[src/hdl/open_addressing_hash_insert_macros.svh]
// Assertion helpers shared by the hash insert RTL.
`ifndef OPEN_ADDRESSING_HASH_INSERT_MACROS_SVH
`define OPEN_ADDRESSING_HASH_INSERT_MACROS_SVH

// Same-cycle implication, checked on every clock outside reset.
`define OAHI_ASSERT_NOW(lbl, ante, cons) \
    lbl: assert property (@(posedge i_clk) disable iff (!i_rst_n) (ante) |-> (cons)) \
        else $error("open_addressing_hash_insert: check failed");

// Next-cycle implication.
`define OAHI_ASSERT_NXT(lbl, ante, cons) \
    lbl: assert property (@(posedge i_clk) disable iff (!i_rst_n) (ante) |=> (cons)) \
        else $error("open_addressing_hash_insert: check failed");

`endif

[src/hdl/oahi_pkg.sv]
package oahi_pkg;

    localparam int KEY_W      = 32;
    localparam int CFG_SIZE_W = 9;
    localparam int CFG_IDX_W  = 1;
    localparam int SLOT_W     = 8;
    localparam int COLL_W     = 9;
    localparam int STATUS_W   = 2;

    // remainder unit retires this many key bits per cycle
    localparam int MOD_STEP   = 4;
    localparam int MOD_CYC    = KEY_W / MOD_STEP;
    localparam int MOD_CNT_W  = $clog2(MOD_CYC);

    localparam logic [CFG_IDX_W-1:0] CFG_PROBE_MODE = 1'b0;
    localparam logic [CFG_IDX_W-1:0] CFG_TABLE_SIZE = 1'b1;

    localparam logic                  RST_PROBE_MODE = 1'b1;
    localparam logic [CFG_SIZE_W-1:0] RST_TABLE_SIZE = 9'd10;

    typedef enum logic [STATUS_W-1:0] {
        STAT_INSERTED = 2'd0,
        STAT_PRESENT  = 2'd1,
        STAT_FULL     = 2'd2
    } t_status;

    typedef enum logic [2:0] {
        ST_CLEAR,
        ST_IDLE,
        ST_HASH,
        ST_READ,
        ST_CHECK,
        ST_FINISH
    } t_state;

endpackage

[src/hdl/oahi_mod.sv]
module oahi_mod #(
    parameter int SW = 9
) (
    input  logic                        i_clk,
    input  logic                        i_rst_n,
    input  logic                        i_start,
    input  logic [oahi_pkg::KEY_W-1:0]  i_key,
    input  logic [SW-1:0]               i_size,
    output logic                        o_done,
    output logic [SW-1:0]               o_rem
);

    logic                             r_busy;
    logic                             r_done;
    logic [oahi_pkg::MOD_CNT_W-1:0]   r_cnt;
    logic [oahi_pkg::KEY_W-1:0]       r_q;
    logic [SW-1:0]                    r_rem;
    logic [SW-1:0]                    r_div;
    logic [SW-1:0]                    n_rem;

    // restoring remainder, MOD_STEP bits per cycle, MSB first
    always_comb begin
        logic [SW:0]   t;
        logic [SW-1:0] rem_v;
        rem_v = r_rem;
        for (int k = 0; k < oahi_pkg::MOD_STEP; k++) begin
            t = {rem_v, r_q[oahi_pkg::KEY_W-1-k]};
            if (t >= {1'b0, r_div}) begin
                t = t - {1'b0, r_div};
            end
            rem_v = t[SW-1:0];
        end
        n_rem = rem_v;
    end

    always_ff @(posedge i_clk) begin
        if (!i_rst_n) begin
            r_busy <= 1'b0;
            r_done <= 1'b0;
            r_cnt  <= '0;
        end else if (i_start) begin
            r_busy <= 1'b1;
            r_done <= 1'b0;
            r_cnt  <= '0;
        end else if (r_busy) begin
            r_cnt <= r_cnt + 1'b1;
            if (r_cnt == oahi_pkg::MOD_CNT_W'(oahi_pkg::MOD_CYC - 1)) begin
                r_busy <= 1'b0;
                r_done <= 1'b1;
            end
        end
    end

    always_ff @(posedge i_clk) begin
        if (i_start) begin
            r_q   <= i_key;
            r_rem <= '0;
            r_div <= i_size;
        end else if (r_busy) begin
            r_q   <= r_q << oahi_pkg::MOD_STEP;
            r_rem <= n_rem;
        end
    end

    assign o_done = r_done;
    assign o_rem  = r_rem;

endmodule

[config.mk]
export PLATFORM = sky130hd
export DESIGN_NAME = oahi_mod
export DESIGN_NICKNAME = d
export VERILOG_FILES = /design/src/hdl/open_addressing_hash_insert_macros.svh /design/src/hdl/oahi_pkg.sv /design/src/hdl/oahi_mod.sv
export SDC_FILE = /design/constraint.sdc
export NUM_CORES = 1
export LEC_CHECK = 0
export ABC_AREA = 1
export BUFFER_PORTS_ARGS = -buffer_cell sky130_fd_sc_hd__buf_4
export CORE_ASPECT_RATIO = 0.8
export CORE_MARGIN = 2
export CORE_UTILIZATION = 35
export CTS_CLUSTER_DIAMETER = 30
export DETAILED_ROUTE_END_ITERATION = 12
export SLEW_MARGIN = 30
export SYNTH_ARGS = -nofsm -noshare
export SYNTH_HDL_FRONTEND = slang
export SYNTH_SLANG_ARGS = --single-unit
[constraint.sdc]
create_clock -name i_clk -period 8 [get_ports i_clk]
set_input_delay 1.2 -clock i_clk [delete_from_list [all_inputs] [get_ports i_clk]]
set_output_delay 1.2 -clock i_clk [all_outputs]
set_load 0.01 [all_outputs]
**After elaboration in Yosys (flattened, before gate mapping)**

Index checks and enable logic that the tools add are counted.

- Bitwise gates (word level): 1
- Mux-type cells: 9
- Reduce and logical (&&, ||, !) cells: 3
- Add/subtract/negate cells: 5
- Equality and inequality tests: 1
- Magnitude comparators: 4

Operators with widths:

| kind | count |
|---|---|
| $mux W32 | 2 |
| $ge A10 B9 Y1 | 4 |
| $mux W9 | 4 |
| $sub A9 B9 Y9 | 4 |
| $add A3 B1 Y3 const B | 1 |
| $eq A3 B3 Y1 const B | 1 |
| $mux W1 | 3 |
| $reduce_and A2 Y1 | 1 |
| $reduce_bool A2 Y1 | 1 |
| $reduce_or A2 Y1 | 1 |
| $not A1 Y1 | 1 |

- Output and inout bits: 10
- Register bits: 55

**Logic depth before layout (Yosys ltp)**

Gate-level depths: netlist of the first run.

- Depth after elaboration: 8
- Mapped depth: 50

**Worst setup path after synthesis of the first run**

OpenSTA, ideal clock, no wires.

- Path kind: register to register
- Start point: register r_div[1]
- End point: register r_rem[1] (netlist: o_rem[1])
- Setup slack: 1.591 ns
- Clock period less this slack: 6.409 ns
- Stages on the path, launching flop included: 43
- Arrival time: 6.296 ns
- Required time: 7.887 ns
- Cells stage by stage: edfxtp_1 inv_1 ha_1 nand3_1 nor2_1 a21oi_2 nand2_4 or2_2 nand2_1 inv_1 ha_1 nand2_1 inv_1 a21oi_1 nand2_1 a21oi_2 nand3_4 buf_4 [... 7 more ...] a21oi_4 nand2_4 nor2_8 nand2_1 nand2_1 inv_1 ha_1 nand2_1 nand2_1 a31oi_1 nor2_1 nor3_1 o21a_1 inv_1 a21oi_4 nand3_1 nand3_1 nand2_1

- Cells in the longest elaborated chain, start to end: 8
- Elaborated cells between the ends (all ways): 12
- Classes of those cells: add/sub: 4; order compare: 4; mux: 4

Ends and longest elaborated chain:

| element | RTL line | text |
|---|---|---|
| start, declared | oahi_mod.sv:18 | `logic [SW-1:0] r_div;` |
| start signal, assigned | oahi_mod.sv:58 | `r_div <= i_size;` |
| $sub A9 B9 Y9 or $ge A10 B9 Y1 (tied branches) | oahi_mod.sv:29, oahi_mod.sv:28 |  |
| $mux W9 | oahi_mod.sv:28 | `if (t >= {1'b0, r_div}) begin` |
| $sub A9 B9 Y9 or $ge A10 B9 Y1 (tied branches) | oahi_mod.sv:29, oahi_mod.sv:28 |  |
| $mux W9 | oahi_mod.sv:28 |  |
| $sub A9 B9 Y9 or $ge A10 B9 Y1 (tied branches) | oahi_mod.sv:29, oahi_mod.sv:28 |  |
| $mux W9 | oahi_mod.sv:28 |  |
| $ge A10 B9 Y1 or $sub A9 B9 Y9 (tied branches) | oahi_mod.sv:28, oahi_mod.sv:29 |  |
| $mux W9 * | oahi_mod.sv:28 |  |
| end signal, assigned | oahi_mod.sv:61 | `r_rem <= n_rem;` |
| end, declared | oahi_mod.sv:17 | `logic [SW-1:0] r_rem;` |

Every way passes the cells marked *; elsewhere a longest branch is shown, timed or not.
A chain may end at the register's enable or synchronous reset.

**Final worst setup path of the first run**

- Start point: register r_q[31] in the netlist's numbering
- End point: register r_rem[2] (netlist: o_rem[2])

- Cells in the longest elaborated chain, start to end: 8
- Elaborated cells between the ends (all ways): 12
- Classes of those cells: add/sub: 4; order compare: 4; mux: 4

Ends and longest elaborated chain:

| element | RTL line | text |
|---|---|---|
| start, declared | oahi_mod.sv:16 | `logic [oahi_pkg::KEY_W-1:0] r_q;` |
| start signal, assigned | oahi_mod.sv:56 | `r_q <= i_key;` |
| start signal, assigned | oahi_mod.sv:60 | `r_q <= r_q << oahi_pkg::MOD_STEP;` |
| $sub A9 B9 Y9 or $ge A10 B9 Y1 (tied branches) | oahi_mod.sv:29, oahi_mod.sv:28 |  |
| $mux W9 * | oahi_mod.sv:28 |  |
| $ge A10 B9 Y1 or $sub A9 B9 Y9 (tied branches) | oahi_mod.sv:28, oahi_mod.sv:29 |  |
| $mux W9 * | oahi_mod.sv:28 |  |
| $sub A9 B9 Y9 or $ge A10 B9 Y1 (tied branches) | oahi_mod.sv:29, oahi_mod.sv:28 |  |
| $mux W9 * | oahi_mod.sv:28 |  |
| $sub A9 B9 Y9 or $ge A10 B9 Y1 (tied branches) | oahi_mod.sv:29, oahi_mod.sv:28 |  |
| $mux W9 * | oahi_mod.sv:28 |  |

Marks and branches as above.

==> summary.md, run 1 <==
| Metric | Value |
|---|---|
| Placed cell area | about 5000 um^2 |
| Worst skew pair latency | 0.29 ns |
| GRT Util Overall | roughly 17% |
| Crit. End Element | register |
| Total core area | about 12000 um^2 |
| Tmin final | 7.39 ns |
| RePlAce Congestion | a little over 0.9 |
| Pre-Repair DR Iteration Count | 5 |
| Most frequent cells in the layout | nand2_1, inv_1, buf_4 |
| Initial antenna violation count | 0 |
| Rel. slew slack | roughly 43% |
| Via density | a little under 5 |
| Layout Skew | 0.00961 ns |
| Final nets | 718 |
| Synth area leaders | edfxtp_1, nand2_1, ha_1, inv_1, dfxtp_1 |
| Max Clk Rate | roughly 140 MHz |
| Post-Route WL | 11200 um |
| Ports | 54 |
| Commonest non-fill, non-tap cell in the layout | nand2_1 |
| Post-Syn Instances | just under 600 |
| Via count | 3882 |
| Worst slew pin tran | 0.854 ns |
| Root Driver | clkbuf_16 |
| CP Class | register to register |
| Routed len/inst | 13.9 um |
| Post-synth cell types | 38 |
| CTS Sinks | between 50 and 60 |
| Clock Tree Buf Depth | 2 |
| CP Max Fanout | 16 |
| Site row count | 36 |
| First-pass GRT wire length | around 19000 um |
| DR DRC count | 0 |
| Die height | between 100 and 150 um |
| DIE WIDTH | roughly 130 um |
| Initial DRC Count | between 300 and 400 |
| Filler cells | between 1000 and 1500 |
| Starting Density | between 30 and 40% |
| Vias in the first global route | ~3800 |
| Hold Path Class | register to register |
| Antenna-violating nets left | 0 |
| Outcome | completed |
| Post-synth ARST share | 0% |
| Yosys warning total | 0 |
| Worst path bufs/invs | 7 |
| Grt ovf | 0 |
| Layout cell share with drive strength beyond 1 | around 16% |
| # setup viols final | 0 |
| Area share of the largest cell type after synthesis | roughly 28% |
| Syn Std Cell Area | ~4400 um^2 |
| Post-synthesis register bit count | 55 |
| Reg clk slew, reported paths | 0.07 ns |
| CP Launch Type | register |
| Sequential share of the synthesized area | 34.5% |
| H-Tree Depth | 2 |
| Post-Syn Area per Cell | about 7.6 um^2 |
| WP data required | approximately 8.2 ns |
| Part of the cycle the worst path needs | 92.4% |
| Syn nets | 666 |
| Detail Placement HPWL | 8790 um |
| P&R area growth vs syn | 17.4% |
| Worst stage delay on the critical path | approximately 0.45 ns |
| Cell mode on critical path | nand2_1 |
| Ys flop type | edfxtp_1 |
| Arr. time, crit path | ~7.6 ns |
| Largest delay share family, worst path | simple AND/OR/NAND/NOR gates |
| CTS tree | built |
| Hold_buf cts | 0 |
| Clock buffer count from CTS | 5 |
| Slowest-stage cell, CP | fa_1 |
| Area leader, netlist | edfxtp_1 |
| Final Hold Fails | 0 |
| Max-cap violations | 0 |
| Inserted Diodes | 0 |
| EDFF count, synth | between 40 and 50 |
| Die ar. | 13400 um^2 |
| Port buffer count | 53 |
| Non-Filler Cell Area, Final | 5140 um^2 |
| Largest net degree at the start of global routing | 46 |
| Max Slew Vio Count | 0 |
==> registers in the layout, indices dropped and copies added (netlist names) <==
name and flops:
r_busy 1, o_done 1, o_rem 9, r_cnt 3, r_q 32, r_div 9
==> cells in the mapped netlist (7+ instances only) <==
master    count
xnor2_1      11
nand4_1       9
xor2_1       15
inv_1        83
edfxtp_1     41
nand3_1      29
ha_1         38
o21ai_1      10
nor2_1       18
a21oi_1      18
nor3_1        7
nand2_2       7
nand2_1     222
dfxtp_1      14
==> final cells by class <==
type,count,area (um^2),share of cell area [%]
Multi-Input combinational cell,429,2500,48.7
Tap cell,171,214,4.16
Timing Repair Buffer,56,420,8.18
Clock buffer,6,129,2.51
Sequential cell,55,1510,29.4
Inverter,85,323,6.28
Clock inverter,2,38.8,0.754
==> metal layers <==
layer	global-route usage [%]	part of all wire (%)	up-vias
met1	25.2	47	1764
met5	0	0	-
met4	4.43	2.1	0
met3	3.40	7.7	19
met2	25.9	43	143
li1	-	-	1956
==> per-stage QoR <==
| step | setup TNS (ns) | cells | util (%) | setup WS (ns) | hold slack (ns) |
|---|---|---|---|---|---|
| 2_1_floorplan | 0 | 580 | - | 1.59 | 0.443 |
| 3_3_place_gp | 0 | 794 | 40.5 | 0.769 | 0.453 |
| 3_5_place_dp | 0 | 794 | 40.5 | 0.679 | 0.469 |
| 4_1_cts | 0 | 802 | 41.8 | 0.573 | 0.478 |
| 5_1_grt | -0.00110 | 804 | 42.1 | -0.00110 | 0.485 |
| 6_report | 0 | 804 | 42.1 | 0.610 | 0.474 |
==> path summary, 6_finish.rpt <==
check,startpoint,end,slack [ns],cells after the start
worst max-delay path,r_q[31],o_rem[2],0.61,43
worst min-delay path,r_cnt[1],r_cnt[1],0.47,2
worst max register to register,r_q[31],o_rem[2],0.61,43
worst min register to register,r_cnt[1],r_cnt[1],0.47,2
==> kinds of logic (layout without fill, tap and decap cells) <==
logic type | after synthesis | after routing | synth area share, %
compound gates | 49 | 49 | 6.91
xor+xnor | 26 | 26 | 5.20
fa+ha+maj | 42 | 42 | 12.7
buf+inv | 96 | 149 | 8.68
flops | 55 | 55 | 34.5
simple gates | 312 | 312 | 32.0
==> worst reg2reg max path: cells and delay by family (launching register included) <==
family | cells | cell delay, ns
compound gates | 9 | 1.88
fa+ha+maj | 5 | 1.73
buf+inv | 7 | 0.57
flops | 1 | 0.36
simple gates | 22 | 2.75
==> what timing repair did <==
action,4_1_cts,5_1_grt
setup endpoints to repair,0,8
resized for setup,0,7
setup buffers,0,2
Power of run 1 is not shown: default switching activity piles up to over one toggle a cycle in this logic, so the estimate is an artifact.
==> run 2: changes to the inputs <==
- TNS_END_PERCENT: not set -> 100
- clock period: 8 -> 6.5 ns (I/O delays scaled with it)
==> summary.md, run 2 (same netlist as run 1, synthesis figures left out) <==
| Metric | Value |
|---|---|
| Routed len/inst | 14.4 um (+3.7%) |
| Vias in the first global route | 4050 (+6.2%) |
| DIE WIDTH | 129 um (unchanged) |
| Part of the cycle the worst path needs | 98.0% (+5.6 points) |
| Arr. time, crit path | 6.56 ns (-1.02 ns) |
| Setup slack at placement | -0.0640 ns (-0.743 ns) |
| P&R area growth vs syn | 44.9% |
| Root Driver | clkbuf_16 |
| Detail Placement HPWL | 9780 um (+11%) |
| Multi-input gate area | 3020 um^2 (+21%) |
| Max reg flops | 32 (unchanged) |
| Outcome | completed |
| # setup viols final | 0 (unchanged) |
| Die ar. | 13400 um^2 (unchanged) |
| Most flop-heavy register | r_q |
| DR DRC count | 0 (unchanged) |
| Worst slew pin tran | 0.846 ns (-0.00821 ns) |
| Rel. slew slack | 43.5% (+0.55 points) |
| Layout Skew | 0.00633 ns (-0.00328 ns) |
| Final WS setup | 0.129 ns (-0.481 ns) |
| Site row count | 36 (unchanged) |
| CTS tree | built |
| Port buffer count | 53 (unchanged) |
| Dpl cells | 867 (+9.2%) |
| Pre-Repair DR Iteration Count | 5 (unchanged) |
| Placed cell area | 5490 um^2 (+11%) |
| Register Area | 1510 um^2 (unchanged) |
| Max Slew Vio Count | 0 (unchanged) |
| H-Tree Depth | 2 (unchanged) |
| Slowest-stage cell, CP | ha_4 |
| CP Class | register to register |
| CTS Sinks | 55 (unchanged) |
| Crit. End Element | register |
| Hold Path Class | register to register |
| Post-Route WL | 12900 um (+16%) |
| Max-cap violations | 0 (unchanged) |
| Largest delay share family, worst path | simple AND/OR/NAND/NOR gates |
| WP data required | 6.69 ns (-1.50 ns) |
| Hold_buf cts | 0 (unchanged) |
| Inserted Diodes | 0 (unchanged) |
| Largest net degree at the start of global routing | 46 (unchanged) |
| Via count | 4286 (+10%) |
| Layout cell share with drive strength beyond 1 | 38.0% (+22 points) |
| Initial DRC Count | 331 (+2.2%) |
| Die height | 104 um (unchanged) |
| Max Clk Rate | 157 MHz (+16%) |
| Clock Tree Buf Depth | 2 (unchanged) |
| Worst path bufs/invs | 10 (+3) |
| Clock buffer count from CTS | 5 (unchanged) |
| Non-Filler Cell Area, Final | 6350 um^2 (+23%) |
| Worst stage delay on the critical path | 0.35 ns (-0.10 ns) |
| Initial antenna violation count | 0 (unchanged) |
| Filler cells | 1142 (-6.9%) |
| Final Non-Filler Cells | 897 (+12%) |
| Total core area | 12200 um^2 (unchanged) |
| Reg clk slew, reported paths | 0.07 ns (about the same) |
| Cell mode on critical path | nand2_2 |
| Via density | 4.78 (-1.0%) |
| CP Max Fanout | 8 (-8) |
| Worst skew pair latency | 0.29 ns (about the same) |
| Starting Density | 35.9% (unchanged) |
| Commonest non-fill, non-tap cell in the layout | nand2_1 |
| CP Launch Type | register |
| Most frequent cells in the layout | nand2_1, buf_4, inv_1 |
| Hold_ws | 0.476 ns (+0.00189 ns) |
| RePlAce Congestion | 0.958 (+5.1%) |
| Final Hold Fails | 0 (unchanged) |
| GRT Util Overall | 18.5% (+1.2 points) |
| Tmin final | 6.37 ns (-1.02 ns) |
| Final nets | 811 (+13%) |
| Ports | 54 (unchanged) |
| Antenna-violating nets left | 0 (unchanged) |
| First-pass GRT wire length | 19700 um (+6.4%) |
| Grt ovf | 0 (unchanged) |
==> run 2: cell count changes in the layout (fill, tap and decap cells not counted), moves of 6 or more <==
| cell | previous run | this run |
|---|---|---|
| nand3_2 | 3 | 14 |
| buf_6 | 0 | 6 |
| inv_1 | 81 | 69 |
| ha_1 | 38 | 17 |
| nand2_1 | 222 | 203 |
| o21ai_1 | 8 | 2 |
| nand2_2 | 7 | 24 |
| nand3_1 | 29 | 18 |
| buf_4 | 56 | 141 |
| ha_4 | 0 | 21 |
| inv_2 | 3 | 15 |
==> run 2: tightest hold or removal path, stage by stage, from the launching register on <==
cell and delay (ns):
dfxtp_1 0.32, nand2_1 0.06, a21oi_1 0.05
==> run 2: worst paths after layout <==
check | slack, ns | cells past startpoint | end | from
max | 0.13 | 46 | o_rem[5] | r_div[2]
min | 0.48 | 2 | r_cnt[2] | r_cnt[2]
max reg2reg | 0.13 | 46 | o_rem[5] | r_div[2]
min reg2reg | 0.48 | 2 | r_cnt[2] | r_cnt[2]
==> run 2: timing repair <==
action / CTS / global route
cloned: 1 / 1
pin swaps: 1 / 38
setup buffers: 3 / 18
resized for setup: 6 / 108
endpoints found under the setup margin: 9 / 9
==> run 2: per-layer routing <==
metal  GRT usage, %  wire, um
met4           3.11       251
met5              0         0
met1           28.3      6180
met3           2.57       908
met2           27.9      5570
==> run 2: cell type report <==
class | instances | area share (%)
Sequential cell | 55 | 23.8
Clock buffer | 6 | 2.03
Inverter | 85 | 5.14
Clock inverter | 2 | 0.197
Timing Repair Buffer | 147 | 17.7
Multi-Input combinational cell | 430 | 47.6
Timing Repair inverter | 1 | 0.0986
Tap cell | 171 | 3.37
==> run 2: metrics by stage <==
step,setup TNS (ns),utilization (%)
final,0,52.0
after global routing,-1.70,52.0
after CTS,0,46.6
after detailed placement,-0.198,44.9
after global placement,0,44.9
after floorplan,0,-
Power of run 2 is left out for the same reason.
